**config.mk**
```make
export PLATFORM = sky130hd
export DESIGN_NAME = integer_to_digit_string_top
export DESIGN_NICKNAME = d
export VERILOG_FILES = /design/src/hw/rtl/itds_pkg.sv /design/src/hw/rtl/itds_rom.sv /design/src/hw/rtl/itds_seq.sv /design/src/hw/rtl/itds_dp.sv /design/src/hw/rtl/integer_to_digit_string_top.sv
export SDC_FILE = /design/constraint.sdc
export NUM_CORES = 1
export LEC_CHECK = 0
export BUFFER_PORTS_ARGS = -buffer_cell sky130_fd_sc_hd__buf_2
export CAP_MARGIN = 40
export CORE_ASPECT_RATIO = 1.4
export CORE_MARGIN = 2
export CORE_UTILIZATION = 56
export CTS_CLUSTER_DIAMETER = 30
export DETAILED_ROUTE_END_ITERATION = 10
export PLACE_DENSITY = 0.79
export SKIP_LAST_GASP = 1
export SYNTH_ARGS = -nofsm -noshare
export SYNTH_HDL_FRONTEND = slang
export SYNTH_HIERARCHICAL = 1
export SYNTH_SLANG_ARGS = --single-unit
```
**constraint.sdc**
```tcl
create_clock -name clk -period 7.3 [get_ports clk]
set_input_delay 0.365 -clock clk [delete_from_list [all_inputs] [get_ports clk]]
set_output_delay 0.365 -clock clk [all_outputs]
set_load 0.03 [all_outputs]
```
**src/hw/rtl/itds_pkg.sv**
```systemverilog
`default_nettype none

package itds_pkg;

    // Number of value bits taken from the input.
    localparam int VALUE_BITS = 32;
    localparam int MAX_DEC_DIGITS = 10;
    localparam int HEX_MAX_DIGITS = 8;
    // The largest position weight is 10**9, which fits in 30 bits.
    localparam int POW_W = 30;
    localparam int CNT_W = $clog2(VALUE_BITS);
    // Later positions have a quotient below 16, so four division steps do.
    localparam int DIGIT_BITS = 4;

    localparam logic [4:0] SYM_SPACE    = 5'd16;
    localparam logic [4:0] SYM_QUESTION = 5'd17;
    localparam logic [4:0] SYM_END      = 5'd18;

    localparam logic [1:0] ALIGN_RIGHT = 2'd1;
    localparam logic [1:0] ALIGN_ZEROS = 2'd2;

    typedef logic [1:0] upc_t;

    localparam upc_t UPC_IDLE = 2'd0;
    localparam upc_t UPC_DIV  = 2'd1;
    localparam upc_t UPC_EMIT = 2'd2;
    localparam upc_t UPC_TERM = 2'd3;

    typedef enum logic [1:0] {
        OP_IDLE,
        OP_DIV,
        OP_EMIT,
        OP_TERM
    } op_t;

    typedef enum logic [1:0] {
        C_NO_START,
        C_DIV_MORE,
        C_MORE_POS,
        C_ALWAYS
    } cond_t;

    typedef struct packed {
        op_t   op;
        cond_t cond;
        upc_t  target;
    } uword_t;

    typedef struct packed {
        logic div_more;
        logic more_pos;
    } dp_status_t;

    // Weight of the digit position with exponent e in the chosen radix.
    function automatic logic [POW_W-1:0] pow_of(input logic hex, input logic [3:0] e);
        logic [POW_W-1:0] p;
        p = POW_W'(1);
        if (hex)
        begin
            p = POW_W'(1) << {e[2:0], 2'b00};
        end
        else
        begin
            unique case (e)
                4'd0: p = POW_W'(1);
                4'd1: p = POW_W'(10);
                4'd2: p = POW_W'(100);
                4'd3: p = POW_W'(1000);
                4'd4: p = POW_W'(10000);
                4'd5: p = POW_W'(100000);
                4'd6: p = POW_W'(1000000);
                4'd7: p = POW_W'(10000000);
                4'd8: p = POW_W'(100000000);
                4'd9: p = POW_W'(1000000000);
                default: p = POW_W'(1);
            endcase
        end
        return p;
    endfunction

endpackage

`default_nettype wire

```
**src/hw/rtl/itds_rom.sv**
```systemverilog
`default_nettype none

module itds_rom (
    input  wire itds_pkg::upc_t   addr,
    output itds_pkg::uword_t      word
);

    always_comb
    begin
        unique case (addr)
            itds_pkg::UPC_IDLE:
                word = '{op: itds_pkg::OP_IDLE, cond: itds_pkg::C_NO_START,
                         target: itds_pkg::UPC_IDLE};
            itds_pkg::UPC_DIV:
                word = '{op: itds_pkg::OP_DIV, cond: itds_pkg::C_DIV_MORE,
                         target: itds_pkg::UPC_DIV};
            itds_pkg::UPC_EMIT:
                word = '{op: itds_pkg::OP_EMIT, cond: itds_pkg::C_MORE_POS,
                         target: itds_pkg::UPC_DIV};
            itds_pkg::UPC_TERM:
                word = '{op: itds_pkg::OP_TERM, cond: itds_pkg::C_ALWAYS,
                         target: itds_pkg::UPC_IDLE};
            default:
                word = '{op: itds_pkg::OP_IDLE, cond: itds_pkg::C_ALWAYS,
                         target: itds_pkg::UPC_IDLE};
        endcase
    end

endmodule

`default_nettype wire

```
**src/hw/rtl/itds_seq.sv**
```systemverilog
`default_nettype none

module itds_seq (
    input  wire                      clk,
    input  wire                      rst_n,
    input  wire                      start,
    input  wire itds_pkg::dp_status_t status,
    output itds_pkg::op_t            op,
    output logic                     busy
);

    itds_pkg::upc_t   pc_reg;
    itds_pkg::upc_t   pc_next;
    itds_pkg::uword_t word;
    logic             take;

    itds_rom u_rom (
        .addr (pc_reg),
        .word (word)
    );

    always_comb
    begin
        unique case (word.cond)
            itds_pkg::C_NO_START: take = !start;
            itds_pkg::C_DIV_MORE: take = status.div_more;
            itds_pkg::C_MORE_POS: take = status.more_pos;
            itds_pkg::C_ALWAYS:   take = 1'b1;
            default:              take = 1'b1;
        endcase
        pc_next = take ? word.target : itds_pkg::upc_t'(pc_reg + 2'd1);
    end

    always_ff @(posedge clk or negedge rst_n)
    begin
        if (!rst_n)
        begin
            pc_reg <= itds_pkg::UPC_IDLE;
        end
        else
        begin
            pc_reg <= pc_next;
        end
    end

    assign op   = word.op;
    assign busy = (pc_reg != itds_pkg::UPC_IDLE);

endmodule

`default_nettype wire

```
**src/hw/rtl/itds_dp.sv**
```systemverilog
`default_nettype none

module itds_dp (
    input  wire                         clk,
    input  wire                         rst_n,
    input  wire itds_pkg::op_t          op,
    input  wire                         start,
    input  wire                         kind,
    input  wire [31:0]                  value,
    input  wire [1:0]                   align_mode,
    input  wire [3:0]                   digit_count,
    output itds_pkg::dp_status_t        status,
    output logic                        strobe,
    output logic [4:0]                  symbol,
    output logic                        last
);

    localparam int POW_W = itds_pkg::POW_W;
    localparam int VB    = itds_pkg::VALUE_BITS;
    localparam int CNT_W = itds_pkg::CNT_W;

    logic                  hex_reg;
    logic                  writing_reg;
    logic                  spaces_reg;
    logic [3:0]            exp_reg;
    logic [POW_W-1:0]      rem_reg;
    logic [VB-1:0]         dvd_reg;
    logic [CNT_W-1:0]      cnt_reg;
    logic [3:0]            quo_reg;
    logic                  ovf_reg;
    logic                  strobe_reg;
    logic [4:0]            symbol_reg;
    logic                  last_reg;

    logic [3:0]            n_clamp;
    logic [3:0]            n_max;
    logic [POW_W-1:0]      power;
    logic [POW_W:0]        shifted;
    logic                  fits;
    logic [POW_W:0]        diff;
    logic                  q_nonzero;
    logic                  q_bad;
    logic                  emit_digit;

    always_comb
    begin
        n_max   = kind ? 4'(itds_pkg::HEX_MAX_DIGITS) : 4'(itds_pkg::MAX_DEC_DIGITS);
        n_clamp = digit_count;
        if (digit_count == 4'd0)
        begin
            n_clamp = 4'd1;
        end
        else if (digit_count > n_max)
        begin
            n_clamp = n_max;
        end

        power   = itds_pkg::pow_of(hex_reg, exp_reg);
        // One restoring division step: bring down the next dividend bit.
        shifted = {rem_reg, dvd_reg[VB-1]};
        fits    = (shifted >= {1'b0, power});
        diff    = shifted - {1'b0, power};

        q_nonzero  = ovf_reg || (quo_reg != 4'd0);
        q_bad      = ovf_reg || (!hex_reg && (quo_reg > 4'd9));
        emit_digit = writing_reg || q_nonzero || (exp_reg == 4'd0);
    end

    always_ff @(posedge clk)
    begin
        unique case (op)
            itds_pkg::OP_IDLE:
            begin
                if (start)
                begin
                    hex_reg     <= kind;
                    writing_reg <= (align_mode == itds_pkg::ALIGN_ZEROS);
                    spaces_reg  <= (align_mode == itds_pkg::ALIGN_RIGHT);
                    exp_reg     <= n_clamp - 4'd1;
                    rem_reg     <= '0;
                    dvd_reg     <= value[VB-1:0];
                    cnt_reg     <= CNT_W'(VB - 1);
                    quo_reg     <= 4'd0;
                    ovf_reg     <= 1'b0;
                end
            end
            itds_pkg::OP_DIV:
            begin
                rem_reg <= fits ? diff[POW_W-1:0] : shifted[POW_W-1:0];
                dvd_reg <= {dvd_reg[VB-2:0], 1'b0};
                quo_reg <= {quo_reg[2:0], fits};
                ovf_reg <= ovf_reg | quo_reg[3];
                cnt_reg <= cnt_reg - CNT_W'(1);
            end
            itds_pkg::OP_EMIT:
            begin
                if (emit_digit)
                begin
                    writing_reg <= 1'b1;
                end
                if (exp_reg != 4'd0)
                begin
                    // The remainder is below this weight, so the next quotient
                    // fits in four bits: preload all but its low four bits.
                    exp_reg <= exp_reg - 4'd1;
                    rem_reg <= rem_reg >> itds_pkg::DIGIT_BITS;
                    dvd_reg <= {rem_reg[itds_pkg::DIGIT_BITS-1:0],
                                (VB - itds_pkg::DIGIT_BITS)'(0)};
                    cnt_reg <= CNT_W'(itds_pkg::DIGIT_BITS - 1);
                    quo_reg <= 4'd0;
                    ovf_reg <= 1'b0;
                end
            end
            itds_pkg::OP_TERM:
            begin
            end
            default:
            begin
            end
        endcase
    end

    always_ff @(posedge clk or negedge rst_n)
    begin
        if (!rst_n)
        begin
            strobe_reg <= 1'b0;
        end
        else
        begin
            strobe_reg <= ((op == itds_pkg::OP_EMIT) && (emit_digit || spaces_reg))
                          || (op == itds_pkg::OP_TERM);
        end
    end

    always_ff @(posedge clk)
    begin
        last_reg <= (op == itds_pkg::OP_TERM);
        if (op == itds_pkg::OP_TERM)
        begin
            symbol_reg <= itds_pkg::SYM_END;
        end
        else if (emit_digit)
        begin
            symbol_reg <= q_bad ? itds_pkg::SYM_QUESTION : {1'b0, quo_reg};
        end
        else
        begin
            symbol_reg <= itds_pkg::SYM_SPACE;
        end
    end

    assign status.div_more = (cnt_reg != '0);
    assign status.more_pos = (exp_reg != 4'd0);
    assign strobe = strobe_reg;
    assign symbol = symbol_reg;
    assign last   = last_reg;

endmodule

`default_nettype wire

```
**src/hw/rtl/integer_to_digit_string_top.sv**
```systemverilog
// The bit-serial divider finds the leading position in 32 steps and each later one in 4;
// each position that is shown yields its symbol, and the terminator follows the last one.
// A new item is taken only while the block is idle, so not before the previous item's
// terminator step has been run.
// Reset is asynchronous and active low; it returns the step counter to idle and
// clears the result strobe. Results cannot be stalled by the receiver.
`default_nettype none

module integer_to_digit_string_top (
    input  wire         clk,
    input  wire         rst_n,
    input  wire         start,
    output logic        busy,
    input  wire         kind,
    input  wire [31:0]  value,
    input  wire [1:0]   align_mode,
    input  wire [3:0]   digit_count,
    output logic        strobe,
    output logic [4:0]  symbol,
    output logic        last
);

    itds_pkg::op_t        op;
    itds_pkg::dp_status_t status;

    itds_seq u_seq (
        .clk    (clk),
        .rst_n  (rst_n),
        .start  (start),
        .status (status),
        .op     (op),
        .busy   (busy)
    );

    itds_dp u_dp (
        .clk         (clk),
        .rst_n       (rst_n),
        .op          (op),
        .start       (start),
        .kind        (kind),
        .value       (value),
        .align_mode  (align_mode),
        .digit_count (digit_count),
        .status      (status),
        .strobe      (strobe),
        .symbol      (symbol),
        .last        (last)
    );

endmodule

`default_nettype wire

```
==> results of run 1 <==
## cell usage in the layout (no fill, tap or decap), types with 5 or more instances in the layout
cell type / n
a211o_1: 5
a211oi_1: 6
a21o_1: 12
a21oi_1: 50
a32oi_1: 7
and2_1: 10
and3_1: 9
buf_2: 49
clkbuf_16: 9
dfxtp_1: 29
edfxtp_1: 79
ha_1: 48
inv_1: 61
mux2i_1: 18
nand2_1: 118
nand2b_1: 6
nand3_1: 21
nand4_1: 10
nor2_1: 43
nor2b_1: 6
nor3_1: 10
o211ai_1: 6
o21a_1: 6
o21ai_0: 61
o21ai_1: 23
o21bai_1: 5
xnor2_1: 18
xor2_1: 6
## cell families (layout without fill, tap and decap cells)
logic type / Yosys count / in the layout
compound gates: 223 / 223
xor+xnor: 24 / 24
fa+ha+maj: 49 / 49
buf+inv: 106 / 138
flops: 111 / 111
mux: 22 / 22
other cells: 1 / 1
simple gates: 254 / 254
## layout make-up
type / instances / area share [%]
clock inverters: 5 / 0.8122
well taps: 153 / 2.437
inverters: 64 / 3.058
multi-input cells: 573 / 47.35
clock buffers: 11 / 3.090
repair buffers: 58 / 4.714
flip-flops and latches: 111 / 38.54
## path summary, 6_finish.rpt
check	startpoint	endpoint	slack, ns
max	u_dp/hex_reg$_DFFE_PP_	u_dp/rem_reg[9]$_SDFFCE_PP0P_	2.79
min	kind	u_dp/hex_reg$_DFFE_PP_	0.23
max reg2reg	u_dp/hex_reg$_DFFE_PP_	u_dp/rem_reg[9]$_SDFFCE_PP0P_	2.79
min reg2reg	u_dp/quo_reg[1]$_SDFFCE_PN0P_	u_dp/symbol[1]$_SDFF_PP1_	0.51
max in group asynchronous	rst_n	u_seq/pc_reg[1]$_DFF_PN0_	6.84
min in group asynchronous	rst_n	u_seq/pc_reg[0]$_DFF_PN0_	0.35
## worst max-delay path, stage by stage (launching register included)
cell and delay, ns:
edfxtp_1 0.42, clkinv_1 0.58, nor4b_1 0.55, a21oi_1 0.09, ha_1 0.44, nand4_1 0.19, nor4_1 0.44, nand3_1 0.12
nand3_1 0.12, a41oi_1 0.07, o21ba_1 0.69, buf_16 0.23, mux2i_1 0.22, o21ai_1 0.08
## through the flow
stage	setup slack, ns	area, sq um	hold WS [ns]	cells
2_1_floorplan	2.290	7202	0.06941	790
3_3_place_gp	2.857	7455	0.1662	954
3_5_place_dp	2.919	7540	0.1690	958
4_1_cts	2.901	7856	0.2168	975
5_1_grt	2.484	7856	0.2299	975
6_report	2.795	7856	0.2273	975
## routing by layer
layer | wire (um) | part of all wire [%] | track usage, % | up-vias
met5 | 0 | 0 | 0 | -
met4 | 1125 | 6.2 | 17.23 | 0
met3 | 878 | 4.8 | 3.691 | 84
met2 | 9409 | 52 | 48.26 | 250
met1 | 6825 | 37 | 29.66 | 2875
li1 | - | - | - | 2877
==> results.py, run 1 <==
metrics = {
    "run_status": {
        "status": "completed",
    },
    "layout": {
        "area_growth_pct": 9.162,
        "finalNetCount": 908,
        "diodes": 0,
        "multi_input_area_sq_um": 3720,
        "nFillCells": 1079,
        "finalCoreUtilization_pct": 61.90,
        "drive_gt1_share_pct": 11.56,
        "final-seq-area_sq_um": 3028,
    },
    "drt": {
        "num_vias": 6086,
        "wl_per_cell_um": 18.71,
        "drc": 0,
        "wl_um": 18240,
        "drt_pass1_iterations": 7,
        "viasPerCell": 6.242,
        "drt_iter0_markers": 459,
        "antenna_left": 0,
    },
    "grt": {
        "grt_usage_pct": 27.08,
        "grt_pass1_wl_um": 29870,
        "antenna_found_initial": 0,
        "grt_pass1_vias": 6289,
        "grt_max_degree": 71,
        "grt_overflow": 0,
    },
    "hold_path": {
        "hold_path_depth": 1,
        "hold_class": "in2reg",
    },
    "synth": {
        "synth-async-reset-ratio_pct": 2.703,
        "synthTopCellsByCount": "118 x nand2_1, 79 x edfxtp_1, 61 x inv_1, 61 x o21ai_0, 50 x a21oi_1",
        "syn_area_per_cell_sq_um": 9.110,
        "ys_seq_area_share_pct": 42.07,
        "synth_compound_area_share_pct": 20.31,
        "synth_top_area_share_pct": 32.96,
        "synthCells": 790,
        "syn_area_sq_um": 7197,
        "synth_top_family_by_area": "compound AO/OA/AOI/OAI gates",
        "ys.flop_type": "edfxtp_1",
        "synth_top_area_cell": "edfxtp_1",
        "muxShareOfSynthArea_pct": 3.234,
        "ys_seq_elements": 111,
        "synth-simple-area-share_pct": 16.38,
        "synth.most_common_cell": "nand2_1",
        "synthAdderAreaFrac_pct": 8.623,
        "synth_edf_count": 79,
        "yosys.area_share.xor_xnor_pct": 2.921,
        "ys_top_cells_by_area": "edfxtp_1 33%, ha_1 8.3%, dfxtp_1 8.1%",
        "ys_warn_count": 6,
        "synth_fp_nets": 881,
        "yosysUniqueCellTypes": 78,
    },
    "timing": {
        "period_share_pct": 61.72,
        "worst_clock_skew_ns": 0.008983,
        "maxSlewViolCount": 0,
        "hold_viol": 0,
        "fmax_mhz": 222.0,
        "setup_viol_count_final": 0,
        "tns_ns": 0,
        "layout_min_cycle_time_ns": 4.505,
        "rsz0062_at_grt": "no",
        "max_slew_margin_pct": 49.38,
        "worst-slew-pin-transition_ns": 0.7592,
    },
    "setup_path": {
        "worstPathArrival_ns": 4.60,
        "crit_type": "reg2reg",
        "cp.required_ns": 7.40,
        "crit_path_start_kind": "register",
        "endpoint_kind": "register",
        "rr_worst_depth": 13,
        "crit_fanout": 26,
    },
    "cts": {
        "path_clk_slew_ns": 0.08,
        "htree_levels": 3,
        "cts_buffer_depth": 2,
        "post_cts_buffers": 0,
        "cts_made_buffers": 9,
        "cts_tree": "built",
        "clock_latency_ns": 0.35,
        "cts_resized": 0,
        "cts_hold_buf": 1,
        "clock_sinks": 111,
        "root_buffer": "clkbuf_16",
    },
    "floorplanning": {
        "fp-row-count": 49,
        "die_area_sq_um": 13790,
        "die-height_um": 138.1,
        "chipWidth_um": 99.81,
        "core_sq_um": 12690,
        "start_util_pct": 56.71,
        "io-pin-count": 50,
    },
    "job": {
        "max-cap-violations": 0,
    },
    "placed_design": {
        "gp_congestion": 1.022,
        "dp.final_hpwl_um": 13450,
        "port_buffers": 49,
    },
}
Power of run 1 is left out: the tool's default activity adds up to more than one toggle a clock period on the data nets, which glitch-free logic cannot reach.
==> inputs of run 2 (changes only) <==
==> constraint.sdc (replaced) <==
create_clock -name clk -period 4 [get_ports clk]
set_input_delay 0.2 -clock clk [delete_from_list [all_inputs] [get_ports clk]]
set_output_delay 0.2 -clock clk [all_outputs]
set_load 0.03 [all_outputs]
==> run 2 against run 1 <==
Effect of this change: count of clock-buffer cells in the layout down 2; non-clock buffer count up 11; critical path type unchanged; setup slack worse by 2.5 ns; core utilization grew 0.40 points; register-to-register slack lost 2.5 ns; critical path depth fell by 1; first-iteration DRC count rose by 15%; hold slack lost 0.15 ns; global-route usage increased by 0.13 points; largest cell class unchanged; die area did not move.
==> results.py, run 2 (synthesized netlist as in run 1, its figures left out) <==
metrics = {
    "setup_path": {
        "cp_cell_sequence": "nor3_1 -> mux2_2 -> ha_1 -> fa_1 -> nand2b_1 -> a21oi_1 -> o211ai_1 -> o41ai_2 -> nor2_1 -> or3_1 -> nand4_1 -> a21oi_1",
        "cp.required_ns": 4.08,
        "slowest_delay_ns": 0.54,
        "worstPathArrival_ns": 3.83,
        "rr_worst_depth": 12,
        "endpoint_kind": "register",
        "crit_fanout": 10,
        "crit_path_start_kind": "register",
        "r2r_slack_ns": 0.25,
        "rr_startpoint": "u_dp/exp_reg[1]$_DFFE_PP_",
        "cp_slowest_cell": "edfxtp_1",
        "crit_type": "reg2reg",
        "crit_top_cell": "a21oi_1",
        "reg2reg_to": "u_dp/rem_reg[26]$_SDFFCE_PP0P_",
    },
    "grt": {
        "grt_max_degree": 50,
        "grt_overflow": 0,
        "antenna_found_initial": 0,
        "grt_usage_pct": 27.21,
        "grt_pass1_vias": 6101,
        "grt_pass1_wl_um": 29970,
    },
    "timing": {
        "setup_viol_count_final": 0,
        "worst_clock_skew_ns": 0.008868,
        "period_share_pct": 93.71,
        "worst-slew-pin-transition_ns": 0.6379,
        "max_slew_margin_pct": 57.47,
        "rsz0062_at_grt": "no",
        "layout_min_cycle_time_ns": 3.748,
        "tns_ns": 0,
        "fmax_mhz": 266.8,
        "maxSlewViolCount": 0,
        "hold_slack_ns": 0.08000,
        "hold_viol": 0,
    },
    "drt": {
        "num_vias": 6178,
        "wl_per_cell_um": 18.75,
        "drt_iter0_markers": 529,
        "drc": 0,
        "viasPerCell": 6.266,
        "drt_pass1_iterations": 5,
        "antenna_left": 0,
        "wl_um": 18480,
    },
    "placed_design": {
        "gp_congestion": 1.026,
        "dp.final_hpwl_um": 14100,
        "port_buffers": 49,
    },
    "layout": {
        "finalCoreUtilization_pct": 62.31,
        "drive_gt1_share_pct": 12.85,
        "mostFrequentLayoutCells": "118 x nand2_1, 79 x edfxtp_1, 61 x inv_1, 61 x o21ai_0, 50 x a21oi_1",
        "diodes": 0,
        "final_common_cell": "nand2_1",
        "finalNetCount": 919,
        "area_growth_pct": 9.875,
    },
    "floorplanning": {
        "start_util_pct": 56.71,
        "core_sq_um": 12690,
        "fp-row-count": 49,
        "die-height_um": 138.1,
        "die_area_sq_um": 13790,
        "io-pin-count": 50,
        "chipWidth_um": 99.81,
    },
    "hold_path": {
        "min_to": "u_dp/hex_reg$_DFFE_PP_",
        "hold_class": "in2reg",
        "hp-start": "kind",
        "hold_path_depth": 1,
    },
    "cts": {
        "root_buffer": "clkbuf_16",
        "clock_sinks": 111,
        "clock_latency_ns": 0.35,
        "cts_tree": "built",
        "htree_levels": 3,
        "cts_resized": 0,
        "path_clk_slew_ns": 0.08,
        "cts_buffer_depth": 2,
        "cts_made_buffers": 9,
    },
    "job": {
        "max-cap-violations": 0,
    },
    "run_status": {
        "status": "completed",
    },
}
## run 2: cell types whose count changed in the layout (fill, tap and decap cells not counted), sizes merged
cell / before / now
buf: 57 / 68
clkinv: 2 / 5
bufinv: 1 / 0
clkbuf: 11 / 9
## run 2: cell type report
type                       count  area (sq um)
multi-input combinational    573          3720
tap                          153         191.4
timing repair buffer          69         425.4
clock buffer                   9         225.2
inverter                      64         240.2
fill                        1025          4783
sequential                   111          3028
clock inverter                 7         77.57
## run 2: worst max-delay path by stage
stage                                         start                              to  slack (ns)  cells after the start
after floorplan           u_seq/pc_reg[0]$_DFF_PN0_   u_dp/cnt_reg[0]$_SDFFCE_PP1P_        0.02                      9
final                     u_dp/exp_reg[1]$_DFFE_PP_  u_dp/rem_reg[26]$_SDFFCE_PP0P_        0.25                     12
after global placement    u_dp/exp_reg[2]$_DFFE_PP_  u_dp/rem_reg[26]$_SDFFCE_PP0P_        0.25                     12
after global routing      u_dp/exp_reg[0]$_DFFE_PP_  u_dp/rem_reg[26]$_SDFFCE_PP0P_        0.11                     12
after detailed placement  u_dp/exp_reg[0]$_DFFE_PP_  u_dp/rem_reg[26]$_SDFFCE_PP0P_        0.28                     12
after CTS                 u_dp/exp_reg[1]$_DFFE_PP_  u_dp/rem_reg[26]$_SDFFCE_PP0P_        0.25                     12
## run 2: stage by stage
step / instance area (sq um) / instances / setup slack, ns
after floorplan: 7209 / 790 / 0.01801
after global placement: 7565 / 967 / 0.2490
after detailed placement: 7595 / 969 / 0.2816
after CTS: 7908 / 986 / 0.2542
after global routing: 7908 / 986 / 0.1116
final: 7908 / 986 / 0.2517
## run 2: timing repair
| item | in CTS | in global routing |
|---|---|---|
| endpoints found under the hold margin | 3 | 0 |
| hold buffers | 1 | 0 |
| buffers inserted | 0 | 0 |
## run 2: routing by layer
| metal | GRT usage [%] | routed length (um) | up-vias |
|---|---|---|---|
| li1 | - | - | 2902 |
| met1 | 31.62 | 6844 | 2900 |
| met2 | 47.58 | 9451 | 292 |
| met3 | 4.095 | 1147 | 84 |
| met4 | 14.64 | 1039 | 0 |
| met5 | 0 | 0 | - |
## run 2: worst max-delay path, delay by kind of cell (launching register included)
kind                       cells  cell delay, ns
adders and majority gates      2            0.62
AOI/OAI and AO/OA              4            0.96
and+or+nand+nor                5            1.05
muxes                          1            0.33
DFF                            1            0.54
Power of run 2 is left out for the same reason.
==> inputs of run 3 (changes only) <==
--- a/config.mk
+++ b/config.mk
@@ -12,7 +12,7 @@
 export CORE_UTILIZATION = 56
 export CTS_CLUSTER_DIAMETER = 30
 export DETAILED_ROUTE_END_ITERATION = 10
-export PLACE_DENSITY = 0.79
+export PLACE_DENSITY = 0.78
 export SKIP_LAST_GASP = 1
 export SYNTH_ARGS = -nofsm -noshare
 export SYNTH_HDL_FRONTEND = slang
==> run 3 against run 2 <==
Effect of this change: first-iteration DRC count grew 17%; hold slack worse by 0.0074 ns; non-clock buffer count is 3 lower; via count shrank 1.2%; count of clock-buffer cells in the layout is the same; highest routed layer unchanged; wire length shrank 0.90%; flip-flop and latch count is the same.
==> results.py, run 3 (synthesized netlist as in run 1, its figures left out) <==
metrics = {
    "run_status": {
        "status": "completed",
    },
    "grt": {
        "antenna_found_initial": 0,
        "grt_overflow": 0,
        "grt_usage_pct": 27.20,
        "grtUsageMet2_pct": 47.12,
        "grt_pass1_vias": 6051,
        "grt_busiest_layer": "met2",
        "grt_max_degree": 50,
        "gr-usage-met1_pct": 31.99,
        "met3_usage_pct": 3.842,
        "grt_pass1_wl_um": 29900,
    },
    "layout": {
        "drive_gt1_share_pct": 12.53,
        "diodes": 0,
        "finalNetCount": 916,
        "nFillCells": 1062,
        "final_common_cell": "nand2_1",
        "mostFrequentLayoutCells": "118 x nand2_1, 79 x edfxtp_1, 61 x inv_1, 61 x o21ai_0, 50 x a21oi_1",
        "area_growth_pct": 9.475,
    },
    "hold_path": {
        "hold_class": "in2reg",
        "hold_path_depth": 1,
    },
    "setup_path": {
        "endpoint_kind": "register",
        "crit_top_cell": "a21oi_1",
        "rr_worst_depth": 12,
        "crit_path_start_kind": "register",
        "cp_slowest_cell": "edfxtp_1",
        "slowest_delay_ns": 0.53,
        "crit_type": "reg2reg",
        "cp.required_ns": 4.10,
        "crit_fanout": 10,
        "r2r_slack_ns": 0.20,
        "worstPathArrival_ns": 3.90,
        "cp_cell_sequence": "nor3_1 -> mux2_2 -> ha_1 -> fa_1 -> nand2b_1 -> a21oi_1 -> o211ai_1 -> o41ai_2 -> nor2_1 -> or3_1 -> nand4_1 -> a21oi_1",
    },
    "drt": {
        "drt_iter0_markers": 618,
        "viasPerCell": 6.207,
        "wl_um": 18320,
        "drt_pass1_iterations": 5,
        "num_vias": 6101,
        "antenna_left": 0,
        "wl_per_cell_um": 18.63,
        "drc": 0,
    },
    "cts": {
        "cts_buffer_depth": 2,
        "cts_made_buffers": 9,
        "path_clk_slew_ns": 0.07,
        "htree_levels": 3,
        "clock_latency_ns": 0.35,
        "cts_tree": "built",
        "post_cts_buffers": 0,
        "clock_sinks": 111,
        "root_buffer": "clkbuf_16",
    },
    "timing": {
        "maxSlewViolCount": 0,
        "worst_clock_skew_ns": 0.01036,
        "fmax_mhz": 262.9,
        "rsz0062_at_grt": "no",
        "tns_ns": 0,
        "period_share_pct": 95.08,
        "setup_viol_count_final": 0,
        "max_slew_margin_pct": 57.98,
        "worst-slew-pin-transition_ns": 0.6303,
        "layout_min_cycle_time_ns": 3.803,
        "hold_viol": 0,
    },
    "placed_design": {
        "port_buffers": 49,
        "dp.final_hpwl_um": 13810,
        "gp_congestion": 1.005,
    },
    "floorplanning": {
        "chipWidth_um": 99.81,
        "io-pin-count": 50,
        "fp-row-count": 49,
        "die_area_sq_um": 13790,
        "die-height_um": 138.1,
        "core_sq_um": 12690,
        "start_util_pct": 56.71,
    },
    "job": {
        "max-cap-violations": 0,
    },
}
==> run 3: through the flow <==
step / hold slack (ns) / area [sq um] / cells / utilization, % / worst slack [ns]
finish: 0.07258 / 7879 / 983 / 62.08 / 0.1966
global route: 0.06674 / 7879 / 983 / 62.08 / 0.03174
CTS: 0.05942 / 7871 / 983 / 62.02 / 0.2304
detailed placement: -0.0003769 / 7557 / 966 / 59.55 / 0.3204
global placement: -0.001876 / 7557 / 966 / 59.55 / 0.2929
floorplan: -0.09559 / 7209 / 790 / - / 0.01801
==> run 3: final cells by class <==
class | count | area [sq um] | area share (%)
multi-input combinational | 573 | 3727 | 47.31
sequential | 111 | 3028 | 38.43
timing repair buffer | 66 | 387.9 | 4.923
inverter | 64 | 240.2 | 3.049
clock buffer | 9 | 225.2 | 2.859
tap | 153 | 191.4 | 2.430
clock inverter | 7 | 78.83 | 1.000
==> run 3: path summary, 6_finish.rpt <==
kind	end	startpoint
max	u_dp/rem_reg[26]$_SDFFCE_PP0P_	u_dp/exp_reg[0]$_DFFE_PP_
min	u_dp/hex_reg$_DFFE_PP_	kind
max reg2reg	u_dp/rem_reg[26]$_SDFFCE_PP0P_	u_dp/exp_reg[0]$_DFFE_PP_
min reg2reg	u_dp/dvd_reg[18]$_DFFE_PP_	u_dp/dvd_reg[17]$_DFFE_PP_
max in group asynchronous	u_seq/pc_reg[0]$_DFF_PN0_	rst_n
min in group asynchronous	u_dp/strobe$_DFF_PN0_	rst_n
==> run 3: worst max-delay path, delay by kind of cell (launching register included) <==
| family | cells | cell delay [ns] |
|---|---|---|
| and+or+nand+nor | 5 | 1.09 |
| AOI/OAI and AO/OA | 4 | 0.97 |
| adders and majority gates | 2 | 0.63 |
| DFF | 1 | 0.53 |
| muxes | 1 | 0.33 |
==> run 3: per-layer routing <==
metal,up-vias,part of all wire [%]
met3,67,4.7
met2,249,51
met1,2888,38
li1,2897,-
met4,0,5.8
met5,-,0
==> run 3: timing repair <==
action / CTS / global route
hold endpoints to repair: 3 / 0
gates resized for setup: 0 / 1
hold buffers: 1 / 0
endpoints found under the setup margin: 0 / 8
Power of run 3 is left out for the same reason.
